`src/hdl/ltt_pkg.sv`:
```
// ----------------------------------------------------------------------------
// ltt_pkg
// Shared types and constants of the lambda-term tokenizer.
// ----------------------------------------------------------------------------
`default_nettype none

package ltt_pkg;

    localparam int unsigned MAX_CHARS_DEF = 65536;
    localparam int unsigned Q_DEPTH_DEF   = 4;
    localparam logic [15:0] MAX_TOK_RST   = 16'd4096;
    localparam logic [15:0] SAT16         = 16'hFFFF;

    localparam logic [7:0] CH_COLON = 8'h3A;
    localparam logic [7:0] CH_SEMI  = 8'h3B;
    localparam logic [7:0] CH_DOT   = 8'h2E;
    localparam logic [7:0] CH_OPEN  = 8'h28;
    localparam logic [7:0] CH_CLOSE = 8'h29;
    localparam logic [7:0] CH_DASH  = 8'h2D;
    localparam logic [7:0] CH_GT    = 8'h3E;
    localparam logic [7:0] CH_AT    = 8'h40;
    localparam logic [7:0] CH_EQ    = 8'h3D;
    localparam logic [7:0] CH_USCR  = 8'h5F;
    localparam logic [7:0] CH_QUOTE = 8'h27;
    localparam logic [7:0] CH_SLASH = 8'h2F;
    localparam logic [7:0] CH_BSL   = 8'h5C;
    localparam logic [7:0] CH_SP    = 8'h20;
    localparam logic [7:0] CH_TAB   = 8'h09;
    localparam logic [7:0] CH_NL    = 8'h0A;
    localparam logic [7:0] CH_UT    = 8'h54;
    localparam logic [7:0] CH_LY    = 8'h79;
    localparam logic [7:0] CH_LP    = 8'h70;
    localparam logic [7:0] CH_LE    = 8'h65;
    localparam logic [7:0] CH_LT    = 8'h74;
    localparam logic [7:0] CH_LD    = 8'h64;
    localparam logic [7:0] CH_LR    = 8'h72;
    localparam logic [7:0] CH_LM    = 8'h6D;
    localparam logic [7:0] CH_LF    = 8'h66;

    typedef enum logic [3:0] {
        K_COLON, K_DOT, K_OPEN, K_CLOSE, K_ARROW, K_PI, K_LAMBDA, K_ATTYPE,
        K_ATTERM, K_ATDEF, K_EQ, K_TYPE, K_VAR, K_END, K_NUMBER
    } t_kind;

    typedef enum logic [2:0] {
        ST_OK, ST_DASH, ST_SLASH, ST_AT, ST_ROOM, ST_CHAR, ST_LONG
    } t_status;

    typedef enum logic [2:0] {
        M_IDLE, M_COMMENT, M_IDENT, M_DASH, M_SLASH, M_ATTYPE, M_ATTERM, M_ATDEF
    } t_mode;

    // word slots: 0 first token or var, 1 start, 2 length, 3 token, 4 end
    typedef struct packed {
        logic [4:0]  mask;
        t_kind       kind0;
        logic [15:0] start;
        logic [15:0] len;
        t_kind       kind3;
        logic [15:0] count;
        t_status     status;
    } t_desc;

endpackage

`default_nettype wire

```
`src/hdl/lambda_term_tokenizer.sv`:
```
// Words of an accepted byte go through the queue and the output register.
// Throughput: one byte per cycle while the queue is not full and each byte
// yields at most one word; extra words hold the emitter, queue absorbs bursts.
// Reset (synchronous, active low) clears scan state, queue and output stage,
// and sets max_tokens to 4096.
// ----------------------------------------------------------------------------
// lambda_term_tokenizer
// Byte-stream tokenizer for a small typed lambda-calculus language.
// ----------------------------------------------------------------------------
`default_nettype none

module lambda_term_tokenizer #(
    parameter int unsigned MAX_CHARS   = ltt_pkg::MAX_CHARS_DEF,
    parameter int unsigned QUEUE_DEPTH = ltt_pkg::Q_DEPTH_DEF
) (
    input  logic        i_clk,
    input  logic        i_rst_n,
    input  logic        i_cfg_we,
    input  logic [15:0] i_cfg_wdata,   // max_tokens
    input  logic        i_s_tvalid,
    output logic        o_s_tready,
    input  logic [7:0]  i_s_tdata,     // [7:0] ch
    input  logic        i_s_tuser,     // [0] has_char
    input  logic        i_s_tlast,
    output logic        o_m_tvalid,
    input  logic        i_m_tready,
    output logic [23:0] o_m_tdata,     // [15:0] word_value, [18:16] status
    output logic [3:0]  o_m_tuser,     // [3:0] word_kind
    output logic        o_m_tlast
);
    import ltt_pkg::*;

    t_desc       w_in_desc, w_head;
    logic        w_push, w_full, w_pop, w_empty;
    logic [3:0]  w_kind;
    logic [15:0] w_value;
    logic [2:0]  w_status;

    ltt_front #(
        .MAX_CHARS (MAX_CHARS)
    ) u_front (
        .i_clk       (i_clk),
        .i_rst_n     (i_rst_n),
        .i_cfg_we    (i_cfg_we),
        .i_cfg_wdata (i_cfg_wdata),
        .i_valid     (i_s_tvalid),
        .i_ch        (i_s_tdata),
        .i_has_char  (i_s_tuser),
        .i_last      (i_s_tlast),
        .o_ready     (o_s_tready),
        .i_full      (w_full),
        .o_push      (w_push),
        .o_desc      (w_in_desc)
    );

    ltt_fifo #(
        .DEPTH (QUEUE_DEPTH)
    ) u_fifo (
        .i_clk   (i_clk),
        .i_rst_n (i_rst_n),
        .i_push  (w_push),
        .i_desc  (w_in_desc),
        .o_full  (w_full),
        .i_pop   (w_pop),
        .o_empty (w_empty),
        .o_desc  (w_head)
    );

    ltt_back u_back (
        .i_clk    (i_clk),
        .i_rst_n  (i_rst_n),
        .i_empty  (w_empty),
        .i_desc   (w_head),
        .o_pop    (w_pop),
        .o_valid  (o_m_tvalid),
        .i_ready  (i_m_tready),
        .o_kind   (w_kind),
        .o_value  (w_value),
        .o_status (w_status),
        .o_last   (o_m_tlast)
    );

    assign o_m_tuser = w_kind;
    assign o_m_tdata = {5'd0, w_status, w_value};

endmodule

`default_nettype wire

```
`src/hdl/ltt_front.sv`:
```
// ----------------------------------------------------------------------------
// ltt_front
// Byte scanner: tracks token state and packs the words of each byte.
// ----------------------------------------------------------------------------
`default_nettype none

module ltt_front #(
    parameter int unsigned MAX_CHARS = ltt_pkg::MAX_CHARS_DEF
) (
    input  logic          i_clk,
    input  logic          i_rst_n,
    input  logic          i_cfg_we,
    input  logic [15:0]   i_cfg_wdata,
    input  logic          i_valid,
    input  logic [7:0]    i_ch,
    input  logic          i_has_char,
    input  logic          i_last,
    output logic          o_ready,
    input  logic          i_full,
    output logic          o_push,
    output ltt_pkg::t_desc o_desc
);
    import ltt_pkg::*;

    localparam int unsigned PW = $clog2(MAX_CHARS + 1);
    localparam logic [7:0] TYPE_WORD [4] = '{CH_UT, CH_LY, CH_LP, CH_LE};

    logic [15:0]   r_max;
    t_mode         r_mode, n_mode;
    logic [2:0]    r_step, n_step;
    logic [15:0]   r_start, n_start;
    logic [15:0]   r_len, n_len;
    logic          r_tok, n_tok;
    logic [PW-1:0] r_pos, n_pos;
    logic [15:0]   r_count, n_count;
    t_status       r_err, n_err;
    t_desc         w_desc;
    logic          w_acc;

    function automatic logic is_letter(input logic [7:0] c);
        return (c >= 8'h61 && c <= 8'h7A) || (c >= 8'h41 && c <= 8'h5A);
    endfunction

    function automatic logic is_ident(input logic [7:0] c);
        return is_letter(c) || (c >= 8'h30 && c <= 8'h39) || c == CH_QUOTE || c == CH_USCR;
    endfunction

    assign o_ready = !i_full;
    assign w_acc   = i_valid && o_ready;
    assign o_push  = w_acc && (w_desc.mask != 5'd0);
    assign o_desc  = w_desc;

    always_comb begin
        logic        stopped;
        logic        do_start;
        logic        tf;
        t_kind       tk;
        logic [24:0] pos_ext;
        logic [7:0]  c;
        n_mode   = r_mode;
        n_step   = r_step;
        n_start  = r_start;
        n_len    = r_len;
        n_tok    = r_tok;
        n_pos    = r_pos;
        n_count  = r_count;
        n_err    = r_err;
        w_desc   = '0;
        do_start = 1'b0;
        tf       = 1'b0;
        tk       = K_COLON;
        c        = i_ch;
        pos_ext  = 25'(r_pos);
        stopped  = (r_mode == M_IDLE) && (r_count >= r_max);
        if (w_acc && i_has_char && r_err == ST_OK && !stopped) begin
            if (r_pos >= PW'(MAX_CHARS)) begin
                n_err  = ST_LONG;
                n_mode = M_IDLE;
            end else begin
                n_pos = r_pos + 1'b1;
                case (r_mode)
                    M_COMMENT: begin
                        if (c == CH_NL) n_mode = M_IDLE;
                    end
                    M_IDENT: begin
                        if (is_ident(c)) begin
                            if (r_len != SAT16) n_len = r_len + 16'd1;
                            if (r_step < 3'd4) begin
                                if (c != TYPE_WORD[r_step[1:0]]) n_tok = 1'b0;
                                n_step = r_step + 3'd1;
                            end
                        end else begin
                            n_mode = M_IDLE;
                            if (r_len == 16'd4 && r_tok) begin
                                w_desc.mask[0] = 1'b1;
                                w_desc.kind0   = K_TYPE;
                                n_count        = n_count + 16'd1;
                            end else if ({1'b0, r_count} + 17'd3 < {1'b0, r_max}) begin
                                w_desc.mask[2:0] = 3'b111;
                                w_desc.kind0     = K_VAR;
                                w_desc.start     = r_start;
                                w_desc.len       = r_len;
                                n_count          = n_count + 16'd3;
                            end else begin
                                n_err = ST_ROOM;
                            end
                            if (n_err == ST_OK && n_count < r_max) do_start = 1'b1;
                        end
                    end
                    M_DASH: begin
                        if (c == CH_GT) begin
                            tf = 1'b1;
                            tk = K_ARROW;
                        end else begin
                            n_err  = ST_DASH;
                            n_mode = M_IDLE;
                        end
                    end
                    M_SLASH: begin
                        if (c == CH_BSL) begin
                            tf = 1'b1;
                            tk = K_PI;
                        end else begin
                            n_err  = ST_SLASH;
                            n_mode = M_IDLE;
                        end
                    end
                    M_ATTYPE: begin
                        n_err  = ST_AT;
                        n_mode = M_IDLE;
                        case (r_step)
                            3'd0: begin
                                if (c == CH_LT) begin
                                    n_err = ST_OK; n_mode = M_ATTYPE; n_step = 3'd1;
                                end else if (c == CH_LD) begin
                                    n_err = ST_OK; n_mode = M_ATDEF; n_step = 3'd1;
                                end
                            end
                            3'd1: begin
                                if (c == CH_LY) begin
                                    n_err = ST_OK; n_mode = M_ATTYPE; n_step = 3'd2;
                                end else if (c == CH_LE) begin
                                    n_err = ST_OK; n_mode = M_ATTERM; n_step = 3'd2;
                                end
                            end
                            3'd2: begin
                                if (c == CH_LP) begin
                                    n_err = ST_OK; n_mode = M_ATTYPE; n_step = 3'd3;
                                end
                            end
                            default: begin
                                if (c == CH_LE) begin
                                    n_err = ST_OK; tf = 1'b1; tk = K_ATTYPE;
                                end
                            end
                        endcase
                    end
                    M_ATTERM: begin
                        n_err  = ST_AT;
                        n_mode = M_IDLE;
                        if (r_step == 3'd2) begin
                            if (c == CH_LR) begin
                                n_err = ST_OK; n_mode = M_ATTERM; n_step = 3'd3;
                            end
                        end else if (c == CH_LM) begin
                            n_err = ST_OK; tf = 1'b1; tk = K_ATTERM;
                        end
                    end
                    M_ATDEF: begin
                        n_err  = ST_AT;
                        n_mode = M_IDLE;
                        if (r_step == 3'd1) begin
                            if (c == CH_LE) begin
                                n_err = ST_OK; n_mode = M_ATDEF; n_step = 3'd2;
                            end
                        end else if (c == CH_LF) begin
                            n_err = ST_OK; tf = 1'b1; tk = K_ATDEF;
                        end
                    end
                    default: do_start = 1'b1;
                endcase
                if (do_start) begin
                    case (c)
                        CH_COLON: begin tf = 1'b1; tk = K_COLON;  end
                        CH_DOT:   begin tf = 1'b1; tk = K_DOT;    end
                        CH_OPEN:  begin tf = 1'b1; tk = K_OPEN;   end
                        CH_CLOSE: begin tf = 1'b1; tk = K_CLOSE;  end
                        CH_BSL:   begin tf = 1'b1; tk = K_LAMBDA; end
                        CH_EQ:    begin tf = 1'b1; tk = K_EQ;     end
                        CH_SEMI:  n_mode = M_COMMENT;
                        CH_DASH:  n_mode = M_DASH;
                        CH_SLASH: n_mode = M_SLASH;
                        CH_AT: begin
                            n_mode = M_ATTYPE;
                            n_step = 3'd0;
                        end
                        CH_SP, CH_TAB, CH_NL: ;
                        default: begin
                            if (is_letter(c)) begin
                                n_mode  = M_IDENT;
                                n_start = (pos_ext > 25'(SAT16)) ? SAT16 : pos_ext[15:0];
                                n_len   = 16'd1;
                                n_tok   = (c == CH_UT);
                                n_step  = 3'd1;
                            end else begin
                                n_err  = ST_CHAR;
                                n_mode = M_IDLE;
                            end
                        end
                    endcase
                end
                if (tf) begin
                    w_desc.mask[3] = 1'b1;
                    w_desc.kind3   = tk;
                    n_count        = n_count + 16'd1;
                    n_mode         = M_IDLE;
                end
            end
        end
        if (w_acc && i_last) begin
            if (n_err == ST_OK) begin
                case (n_mode)
                    M_IDENT: begin
                        if (n_len == 16'd4 && n_tok) begin
                            w_desc.mask[0] = 1'b1;
                            w_desc.kind0   = K_TYPE;
                            n_count        = n_count + 16'd1;
                        end else if ({1'b0, n_count} + 17'd3 < {1'b0, r_max}) begin
                            w_desc.mask[2:0] = 3'b111;
                            w_desc.kind0     = K_VAR;
                            w_desc.start     = n_start;
                            w_desc.len       = n_len;
                            n_count          = n_count + 16'd3;
                        end else begin
                            n_err = ST_ROOM;
                        end
                    end
                    M_DASH:  n_err = ST_DASH;
                    M_SLASH: n_err = ST_SLASH;
                    M_ATTYPE, M_ATTERM, M_ATDEF: n_err = ST_AT;
                    default: ;
                endcase
            end
            w_desc.mask[4] = 1'b1;
            w_desc.count   = n_count;
            w_desc.status  = n_err;
            n_mode  = M_IDLE;
            n_step  = 3'd0;
            n_start = 16'd0;
            n_len   = 16'd0;
            n_tok   = 1'b0;
            n_pos   = '0;
            n_count = 16'd0;
            n_err   = ST_OK;
        end
    end

    always_ff @(posedge i_clk) begin
        if (!i_rst_n) begin
            r_max   <= MAX_TOK_RST;
            r_mode  <= M_IDLE;
            r_step  <= 3'd0;
            r_start <= 16'd0;
            r_len   <= 16'd0;
            r_tok   <= 1'b0;
            r_pos   <= '0;
            r_count <= 16'd0;
            r_err   <= ST_OK;
        end else begin
            if (i_cfg_we) r_max <= i_cfg_wdata;
            r_mode  <= n_mode;
            r_step  <= n_step;
            r_start <= n_start;
            r_len   <= n_len;
            r_tok   <= n_tok;
            r_pos   <= n_pos;
            r_count <= n_count;
            r_err   <= n_err;
        end
    end

endmodule

`default_nettype wire

```
`src/hdl/ltt_fifo.sv`:
```
// ----------------------------------------------------------------------------
// ltt_fifo
// Short queue of word bundles between scanner and word emitter.
// ----------------------------------------------------------------------------
`default_nettype none

module ltt_fifo #(
    parameter int unsigned DEPTH = ltt_pkg::Q_DEPTH_DEF
) (
    input  logic           i_clk,
    input  logic           i_rst_n,
    input  logic           i_push,
    input  ltt_pkg::t_desc i_desc,
    output logic           o_full,
    input  logic           i_pop,
    output logic           o_empty,
    output ltt_pkg::t_desc o_desc
);
    import ltt_pkg::*;

    localparam int unsigned AW = (DEPTH > 1) ? $clog2(DEPTH) : 1;
    localparam int unsigned CW = $clog2(DEPTH + 1);

    t_desc         r_mem [DEPTH];
    logic [AW-1:0] r_wr, n_wr;
    logic [AW-1:0] r_rd, n_rd;
    logic [CW-1:0] r_cnt, n_cnt;

    assign o_full  = (r_cnt == CW'(DEPTH));
    assign o_empty = (r_cnt == '0);
    assign o_desc  = r_mem[r_rd];

    always_comb begin
        n_wr  = r_wr;
        n_rd  = r_rd;
        n_cnt = r_cnt;
        if (i_push) begin
            n_wr = (r_wr == AW'(DEPTH - 1)) ? '0 : r_wr + 1'b1;
        end
        if (i_pop) begin
            n_rd = (r_rd == AW'(DEPTH - 1)) ? '0 : r_rd + 1'b1;
        end
        if (i_push && !i_pop) begin
            n_cnt = r_cnt + 1'b1;
        end else if (!i_push && i_pop) begin
            n_cnt = r_cnt - 1'b1;
        end
    end

    always_ff @(posedge i_clk) begin
        if (i_push) r_mem[r_wr] <= i_desc;
    end

    always_ff @(posedge i_clk) begin
        if (!i_rst_n) begin
            r_wr  <= '0;
            r_rd  <= '0;
            r_cnt <= '0;
        end else begin
            r_wr  <= n_wr;
            r_rd  <= n_rd;
            r_cnt <= n_cnt;
        end
    end

    a_cnt_bound: assert property (@(posedge i_clk) disable iff (!i_rst_n)
        r_cnt <= CW'(DEPTH))
        else $error("queue count above depth");

    a_no_overrun: assert property (@(posedge i_clk) disable iff (!i_rst_n)
        i_push |-> !o_full)
        else $error("push into full queue");

    a_no_underrun: assert property (@(posedge i_clk) disable iff (!i_rst_n)
        i_pop |-> !o_empty)
        else $error("pop from empty queue");

    a_ptr_match: assert property (@(posedge i_clk) disable iff (!i_rst_n)
        o_empty |-> (r_wr == r_rd))
        else $error("pointers differ on empty queue");

endmodule

`default_nettype wire

```
`src/hdl/ltt_back.sv`:
```
// ----------------------------------------------------------------------------
// ltt_back
// Word emitter: walks the slots of the head bundle into output words.
// ----------------------------------------------------------------------------
`default_nettype none

module ltt_back (
    input  logic           i_clk,
    input  logic           i_rst_n,
    input  logic           i_empty,
    input  ltt_pkg::t_desc i_desc,
    output logic           o_pop,
    output logic           o_valid,
    input  logic           i_ready,
    output logic [3:0]     o_kind,
    output logic [15:0]    o_value,
    output logic [2:0]     o_status,
    output logic           o_last
);
    import ltt_pkg::*;

    logic [4:0]  r_taken, n_taken;
    logic        r_valid;
    t_kind       r_kind;
    logic [15:0] r_value;
    t_status     r_status;
    logic        r_last;

    logic [4:0]  w_rem, w_low;
    logic        w_fin, w_ld;
    t_kind       w_kind;
    logic [15:0] w_value;
    t_status     w_status;

    assign w_rem = i_desc.mask & ~r_taken;
    assign w_low = w_rem & (~w_rem + 5'd1);
    assign w_fin = ((w_rem & ~w_low) == 5'd0);
    assign w_ld  = !i_empty && (!r_valid || i_ready);
    assign o_pop = w_ld && w_fin;

    always_comb begin
        w_kind   = K_END;
        w_value  = 16'd0;
        w_status = ST_OK;
        case (w_low)
            5'b00001: w_kind = i_desc.kind0;
            5'b00010: begin
                w_kind  = K_NUMBER;
                w_value = i_desc.start;
            end
            5'b00100: begin
                w_kind  = K_NUMBER;
                w_value = i_desc.len;
            end
            5'b01000: w_kind = i_desc.kind3;
            5'b10000: begin
                w_kind   = K_END;
                w_value  = i_desc.count;
                w_status = i_desc.status;
            end
            default: ;
        endcase
    end

    always_comb begin
        n_taken = r_taken;
        if (w_ld) n_taken = w_fin ? 5'd0 : (r_taken | w_low);
    end

    always_ff @(posedge i_clk) begin
        if (w_ld) begin
            r_kind   <= w_kind;
            r_value  <= w_value;
            r_status <= w_status;
            r_last   <= w_fin;
        end
    end

    always_ff @(posedge i_clk) begin
        if (!i_rst_n) begin
            r_taken <= 5'd0;
            r_valid <= 1'b0;
        end else begin
            r_taken <= n_taken;
            if (w_ld) begin
                r_valid <= 1'b1;
            end else if (i_ready) begin
                r_valid <= 1'b0;
            end
        end
    end

    assign o_valid  = r_valid;
    assign o_kind   = r_kind;
    assign o_value  = r_value;
    assign o_status = r_status;
    assign o_last   = r_last;

    a_taken_clear: assert property (@(posedge i_clk) disable iff (!i_rst_n)
        o_pop |=> (r_taken == 5'd0))
        else $error("slot marks kept after bundle done");

endmodule

`default_nettype wire
```
`config.mk`:
```
export PLATFORM = sky130hd
export DESIGN_NAME = lambda_term_tokenizer
export DESIGN_NICKNAME = d
export VERILOG_FILES = /design/src/hdl/ltt_pkg.sv /design/src/hdl/lambda_term_tokenizer.sv /design/src/hdl/ltt_front.sv /design/src/hdl/ltt_fifo.sv /design/src/hdl/ltt_back.sv
export SDC_FILE = /design/constraint.sdc
export NUM_CORES = 1
export LEC_CHECK = 0
export BUFFER_PORTS_ARGS = -buffer_cell sky130_fd_sc_hd__clkbuf_2
export CAP_MARGIN = 25
export CORE_MARGIN = 5
export CORE_UTILIZATION = 45
export DETAILED_ROUTE_END_ITERATION = 7
export GPL_ROUTABILITY_DRIVEN = 0
export PLACE_DENSITY = 0.69
export SETUP_SLACK_MARGIN = 0.05
export SYNTH_ARGS = -nofsm -noshare
export SYNTH_HDL_FRONTEND = slang
export SYNTH_HIERARCHICAL = 1
export SYNTH_SLANG_ARGS = --single-unit
```
`constraint.sdc`:
```
create_clock -name i_clk -period 19.4 [get_ports i_clk]
set_input_delay 0.97 -clock i_clk [delete_from_list [all_inputs] [get_ports i_clk]]
set_output_delay 0.97 -clock i_clk [all_outputs]
set_load 0.02 [all_outputs]
```
==> results of run 1 <==
## layer usage
| metal | global-route usage | vias up | part of all wire |
|---|---|---|---|
| met5 | 0 | - | 0 |
| met4 | 0.0641 | 0 | 0.028 |
| met3 | 0.0304 | 122 | 0.082 |
| met2 | 0.327 | 763 | 0.45 |
| met1 | 0.292 | 7596 | 0.43 |
| li1 | - | 7211 | - |
## metrics by stage
step           power [mW]  hold WS [ps]  cell area, sq um
3_3_place_gp         1.51           413             22000
2_1_floorplan        1.40           407             21500
6_report             2.28           434             23400
5_1_grt              2.37           460             23400
4_1_cts              2.30           434             23300
3_5_place_dp         1.52           427             22000
## tightest hold or removal path: stages, from the launching register on
cell and delay (ps):
dfxtp_1 310, nand2_1 50, a21oi_1 30
## report_power, final
part	internal [mW]	leakage, nW	total, mW	switching, mW
clock network	0.450	0.641	0.775	0.324
registers	0.964	3.52	0.996	0.0325
logic	0.199	4.06	0.506	0.306
## cell families after synthesis
group | count (synthesis) | synth area share
xor+xnor | 86 | 0.0351
simple gates | 657 | 0.163
buf+inv | 181 | 0.0446
other cells | 1 | 0.000175
compound gates | 407 | 0.134
fa+ha+maj | 85 | 0.0499
flops | 386 | 0.490
mux | 97 | 0.0834
## worst min path at each step
stage	start	to	slack, ps	cells past startpoint
6_report	u_back/r_taken[4]$_SDFFE_PN0P_	u_back/r_taken[4]$_SDFFE_PN0P_	430	2
3_3_place_gp	u_back/r_taken[4]$_SDFFE_PN0P_	u_back/r_taken[4]$_SDFFE_PN0P_	410	2
3_5_place_dp	u_back/r_taken[4]$_SDFFE_PN0P_	u_back/r_taken[4]$_SDFFE_PN0P_	430	2
5_1_grt	u_back/r_taken[4]$_SDFFE_PN0P_	u_back/r_taken[4]$_SDFFE_PN0P_	460	2
4_1_cts	u_back/r_taken[4]$_SDFFE_PN0P_	u_back/r_taken[4]$_SDFFE_PN0P_	430	2
2_1_floorplan	u_back/r_taken[4]$_SDFFE_PN0P_	u_back/r_taken[4]$_SDFFE_PN0P_	410	2
## synth_stat cells (16+ instances only)
library cell  count
a211oi_1         27
a21o_1           39
a21oi_1          86
a22o_1           20
a31oi_1          20
and2_1           21
and3_1           18
buf_2            35
clkbuf_1         48
dfxtp_1         106
edfxtp_1        280
ha_1             84
inv_1            58
mux2i_1          29
mux4_2           60
nand2_1         124
nand2b_1         21
nand3_1          60
nand4_1          25
nor2_1          167
nor2b_1          41
nor3_1           52
nor4_1           25
o211ai_1         16
o21ai_0          60
o2bb2ai_1        16
or3_1            23
xnor2_1          46
xor2_1           40
## area by class of cell
cell class | instances | area (sq um) | area share
Sequential cell | 386 | 10500 | 0.451
Multi-Input combinational cell | 1337 | 10000 | 0.429
Clock buffer | 57 | 1170 | 0.0499
Tap cell | 615 | 769 | 0.0329
Timing Repair Buffer | 81 | 479 | 0.0205
Inverter | 60 | 225 | 0.00964
Clock inverter | 17 | 164 | 0.00701
## registers in the layout (all words and copies together), names as in the netlist, 4 cells and up, named ones only
signal           flops
u_front/r_count     16
u_front/r_max       16
u_back/o_kind        4
u_fifo/r_mem       256
u_front/r_pos       17
u_back/r_taken       5
u_front/r_start     16
u_front/r_len       16
u_back/o_value      16
==> out/results.ini, run 1 <==
[synthesis]
ys_seq_elements=386
netlist_area_sq_um=21500
yosysUniqueCellTypes=112
yosys_warnings=6
synth_cells=1900
synth_area_leaders=edfxtp_1 39%, dfxtp_1 9.9%, mux4_2 6.3%
synthArstFlopShare=0
avgSynthCellArea_sq_um=11.3
ys_seq_area_frac=0.490
synth_ff_type=edfxtp_1
synth_edf_count=280
yosys.area.top_type=edfxtp_1
synth_top_area_share=0.391

[global_route]
grt_usage=0.205
antenna_found_initial=0
grt_pass1_vias=15200
grt_pass1_wl_microns=86700
grt_max_degree=65
overflow=0

[floorplanning]
dieWidth_microns=228
initial_core_util=0.453
fp.coreArea_sq_um=47400
rows=80
die_area_sq_um=52200
io_pins=62
die_y_microns=228

[sta]
fmax_mhz=83.2
period_needed_ps=12020
skew_ps=21.0
setup_viol=0
finalHoldViolCount=0
slew_headroom=0.327
layout_setup_ws_ps=7380
min_period_over_period=0.620
tns_ps=0
report.final.slew_viol_count=0
worst_pin_slew_ps=1000
rsz0062_at_grt=false

[worst_setup_path]
crit_arrival_ps=12360
path_depth=39
path_buf_inv=3
crit_required_ps=19740
crit_type=reg -> reg
rr_worst_depth=39
cp-endpoint=u_fifo/r_mem[0][39]$_DFFE_PP_
cp_slowest_cell=or4b_1
r2r-end=u_fifo/r_mem[0][39]$_DFFE_PP_
regToRegSetupSlack_ps=7380
crit_top_cell=ha_1
crit_start=u_front/r_count[0]$_SDFF_PP0_
path_max_fanout=16
crit_family=simple AND/OR/NAND/NOR gates
max_stage_delay_ps=730
regToRegStartpoint=u_front/r_count[0]$_SDFF_PP0_
end_kind=flip-flop
cp-start-kind=flip-flop

[place]
pre_cts_slack_ps=7690
dp.cells=2476
dp.final_hpwl_microns=37800
placement.io_buffers=56

[finish]
insertedDiodeCount=0
fin_util=0.493
fill_cells=4249
syn_to_final_growth_pct=8.79
fin_cells=2553
nNetsFinal=2023
drive_gt1_frac=0.140
final_cell_mix=280 x edfxtp_1, 166 x nor2_1, 123 x nand2_1
mostFrequentLayoutCell=edfxtp_1

[run_status]
violations=design-rule violations
status=finished, violations left

[clock_tree]
htree_num_levels=2
cts_max_path_buffers=3
holdBufCountCts=0
cts_sinks=386
clkTransAtPathRegs_ps=60
clock-root-buffer=clkbuf_16
cts_buffers=41
clkLatencyLatePin_ps=560
cts_setup_buffers=0
cts_tree=yes
cts_resized=0

[flow_run]
max-cap-violations=0

[detailed_routing]
vias=15700
finalWirelength_microns=54900
viasPerCell=6.15
drc=1
final_antenna_net_count=0
drt-initial-drc-count=1714
wl_per_cell_microns=21.5
drt-pass1-iter-count=8

[power_and_ir_drop]
power_density_nw_per_um2=97.4
ir_drop_uv=58.9
power_leakage_nw=8.22

[worst_hold_path]
worstHoldPathType=reg -> reg

No activity file was read; power rests on OpenSTA's default activity.
==> inputs of run 2 (changes only) <==
--- a/config.mk
+++ b/config.mk
@@ -11,7 +11,7 @@
 export CORE_UTILIZATION = 45
 export DETAILED_ROUTE_END_ITERATION = 7
 export GPL_ROUTABILITY_DRIVEN = 0
-export PLACE_DENSITY = 0.69
+export PLACE_DENSITY = 0.71
 export SETUP_SLACK_MARGIN = 0.05
 export SYNTH_ARGS = -nofsm -noshare
 export SYNTH_HDL_FRONTEND = slang
==> constraint.sdc (replaced) <==
create_clock -name i_clk -period 9.85 [get_ports i_clk]
set_input_delay 0.4925 -clock i_clk [delete_from_list [all_inputs] [get_ports i_clk]]
set_output_delay 0.4925 -clock i_clk [all_outputs]
set_load 0.02 [all_outputs]
==> run 2 against run 1 <==
Effect of this change: flip-flop and latch count did not move; register-to-register slack got worse by 7000 ps; clock skew rose by 17 ps; cell area rose by 1.8%; maximum frequency rose by 28%; critical path depth fell by 1; first-iteration DRC count rose by 0.88%; via count rose by 1.5%; core utilization rose by 0.87 points; highest routed layer unchanged; the run now ends clean.
==> out/results.ini, run 2 (same netlist as run 1, synthesis figures left out) <==
[run_status]
status=finished, final reports clean

[place]
pre_cts_slack_ps=-94.8  ; -7790 ps
placement.io_buffers=56  ; unchanged
post_dp_cell_area_sq_um=22300  ; +1.2%
dp.final_hpwl_microns=39200  ; +3.5%

[sta]
finalHoldViolCount=0  ; unchanged
skew_ps=38.5  ; +17.5 ps
setup_viol=0  ; unchanged
report.final.slew_viol_count=0  ; unchanged
period_needed_ps=9420  ; -2600 ps
worst_pin_slew_ps=1090  ; +82.5 ps
min_period_over_period=0.957  ; +0.337
fmax_mhz=106  ; +28%
slew_headroom=0.274  ; -0.0532
hold_ws_ps=142  ; -292 ps
layout_setup_ws_ps=428  ; -6950 ps

[clock_tree]
cts_sinks=386  ; unchanged
cts_max_path_buffers=3  ; unchanged
cts_buffers=41  ; unchanged
clock-root-buffer=clkbuf_16
clkTransAtPathRegs_ps=60  ; about the same
clkLatencyLatePin_ps=580  ; +20 ps
holdBufCountCts=0  ; unchanged
htree_num_levels=2  ; unchanged
cts_tree=yes

[finish]
top_register=u_fifo/r_mem
insertedDiodeCount=0  ; unchanged
mostFrequentLayoutCell=edfxtp_1
nNetsFinal=2060  ; +1.8%
reg_top3=u_fifo/r_mem: 256 flops, u_front/r_pos: 17 flops
final_cell_mix=280 x edfxtp_1, 164 x nor2_1, 123 x nand2_1
design_area_sq_um=23800  ; +1.8%
syn_to_final_growth_pct=10.7
largest_reg_flops=256  ; unchanged
drive_gt1_frac=0.168  ; +0.0277

[floorplanning]
dieWidth_microns=228  ; unchanged
fp.coreArea_sq_um=47400  ; unchanged
die_area_sq_um=52200  ; unchanged
initial_core_util=0.453  ; unchanged
die_y_microns=228  ; unchanged
rows=80  ; unchanged
io_pins=62  ; unchanged

[flow_run]
max-cap-violations=0  ; unchanged

[power_and_ir_drop]
power_density_nw_per_um2=189  ; +94%
power_leakage_nw=8.46  ; +3.0%
ir_drop_uv=189  ; +220%

[global_route]
antenna_found_initial=0  ; unchanged
overflow=0  ; unchanged
grt_usage=0.209  ; +0.00378
grt_pass1_vias=15300  ; +1.0%
grt_pass1_wl_microns=87800  ; +1.2%
grt_max_degree=64  ; -1.5%

[worst_setup_path]
rr_worst_depth=38  ; -2.6%
cp-start-kind=flip-flop
crit_required_ps=10150  ; -9590 ps
regToRegSetupSlack_ps=430  ; -6950 ps
crit_type=reg -> reg
crit_start=u_front/r_count[0]$_SDFF_PP0_
path_max_fanout=11  ; -5
max_stage_delay_ps=540  ; -190 ps
path_buf_inv=3  ; unchanged
cp_slowest_cell=or4b_4
regToRegStartpoint=u_front/r_count[0]$_SDFF_PP0_
crit_arrival_ps=9720  ; -2640 ps
path_depth=38  ; -2.6%
end_kind=flip-flop
crit_family=compound AO/OA/AOI/OAI gates

[detailed_routing]
viasPerCell=6.15  ; about the same
vias=15900  ; +1.5%
drc=0  ; -1
wl_per_cell_microns=21.7  ; +0.79%
final_antenna_net_count=0  ; unchanged
drt-pass1-iter-count=6  ; -2
finalWirelength_microns=56100  ; +2.3%
drt-initial-drc-count=1729  ; +0.88%

[worst_hold_path]
hp-start=i_cfg_wdata[12]
hold_depth=3  ; +1
worstHoldPathType=in -> reg

-- run 2: cell count changes in the layout (fill, tap and decap cells not counted), moves of 3 or more --
cell / change
clkbuf_8: -4
nor4_2: +4
nor4_1: -4
dfxtp_1: -6
dfxtp_2: +6
buf_4: +37
inv_6: -4
o2bb2ai_2: +3
clkinvlp_4: -3
o2bb2ai_1: -3
clkinv_2: +3
clkbuf_1: +10
-- run 2: tightest hold or removal path: stages --
cell and delay, ps:
clkbuf_2 80, nand2_1 40, o211ai_1 60
-- run 2: cell type report --
| cell class | count | area (sq um) |
|---|---|---|
| clock buffer | 64 | 1170 |
| clock inverter | 11 | 135 |
| fill | 4152 | 23700 |
| inverter | 60 | 225 |
| multi-input combinational | 1337 | 10200 |
| sequential | 386 | 10500 |
| tap | 615 | 769 |
| timing repair buffer | 118 | 757 |
-- run 2: through the flow --
stage | utilization | setup TNS, ps | power, mW | std cells
2_1_floorplan | - | 0 | 2.77 | 1904
3_3_place_gp | 0.469 | 0 | 2.98 | 2509
3_5_place_dp | 0.469 | -4140 | 3.01 | 2510
4_1_cts | 0.498 | 0 | 4.54 | 2585
5_1_grt | 0.501 | -488 | 4.70 | 2591
6_report | 0.501 | 0 | 4.49 | 2591
-- run 2: worst paths after layout --
| kind | endpoint |
|---|---|
| setup / recovery | u_fifo/r_mem[1][12]$_DFFE_PP_ |
| hold / removal | u_front/r_max[12]$_SDFFE_PN1P_ |
| setup reg to reg | u_fifo/r_mem[1][12]$_DFFE_PP_ |
| hold reg to reg | u_back/r_taken[4]$_SDFFE_PN0P_ |
-- run 2: per-layer routing --
layer	global-route usage	part of all wire
met5	0	0
met4	0.0709	0.033
met3	0.0396	0.086
met1	0.292	0.42
met2	0.330	0.46
-- run 2: where the power goes --
group | leakage (nW) | total (mW) | switching [mW] | internal [mW]
Combinational | 4.31 | 0.993 | 0.594 | 0.399
Sequential | 3.52 | 1.98 | 0.0855 | 1.90
Clock | 0.637 | 1.52 | 0.620 | 0.899
-- run 2: what timing repair did --
item	in CTS	in global routing
gates resized for setup	7	34
endpoints found under the setup margin	104	216
pin swaps	0	6
setup buffers	0	5
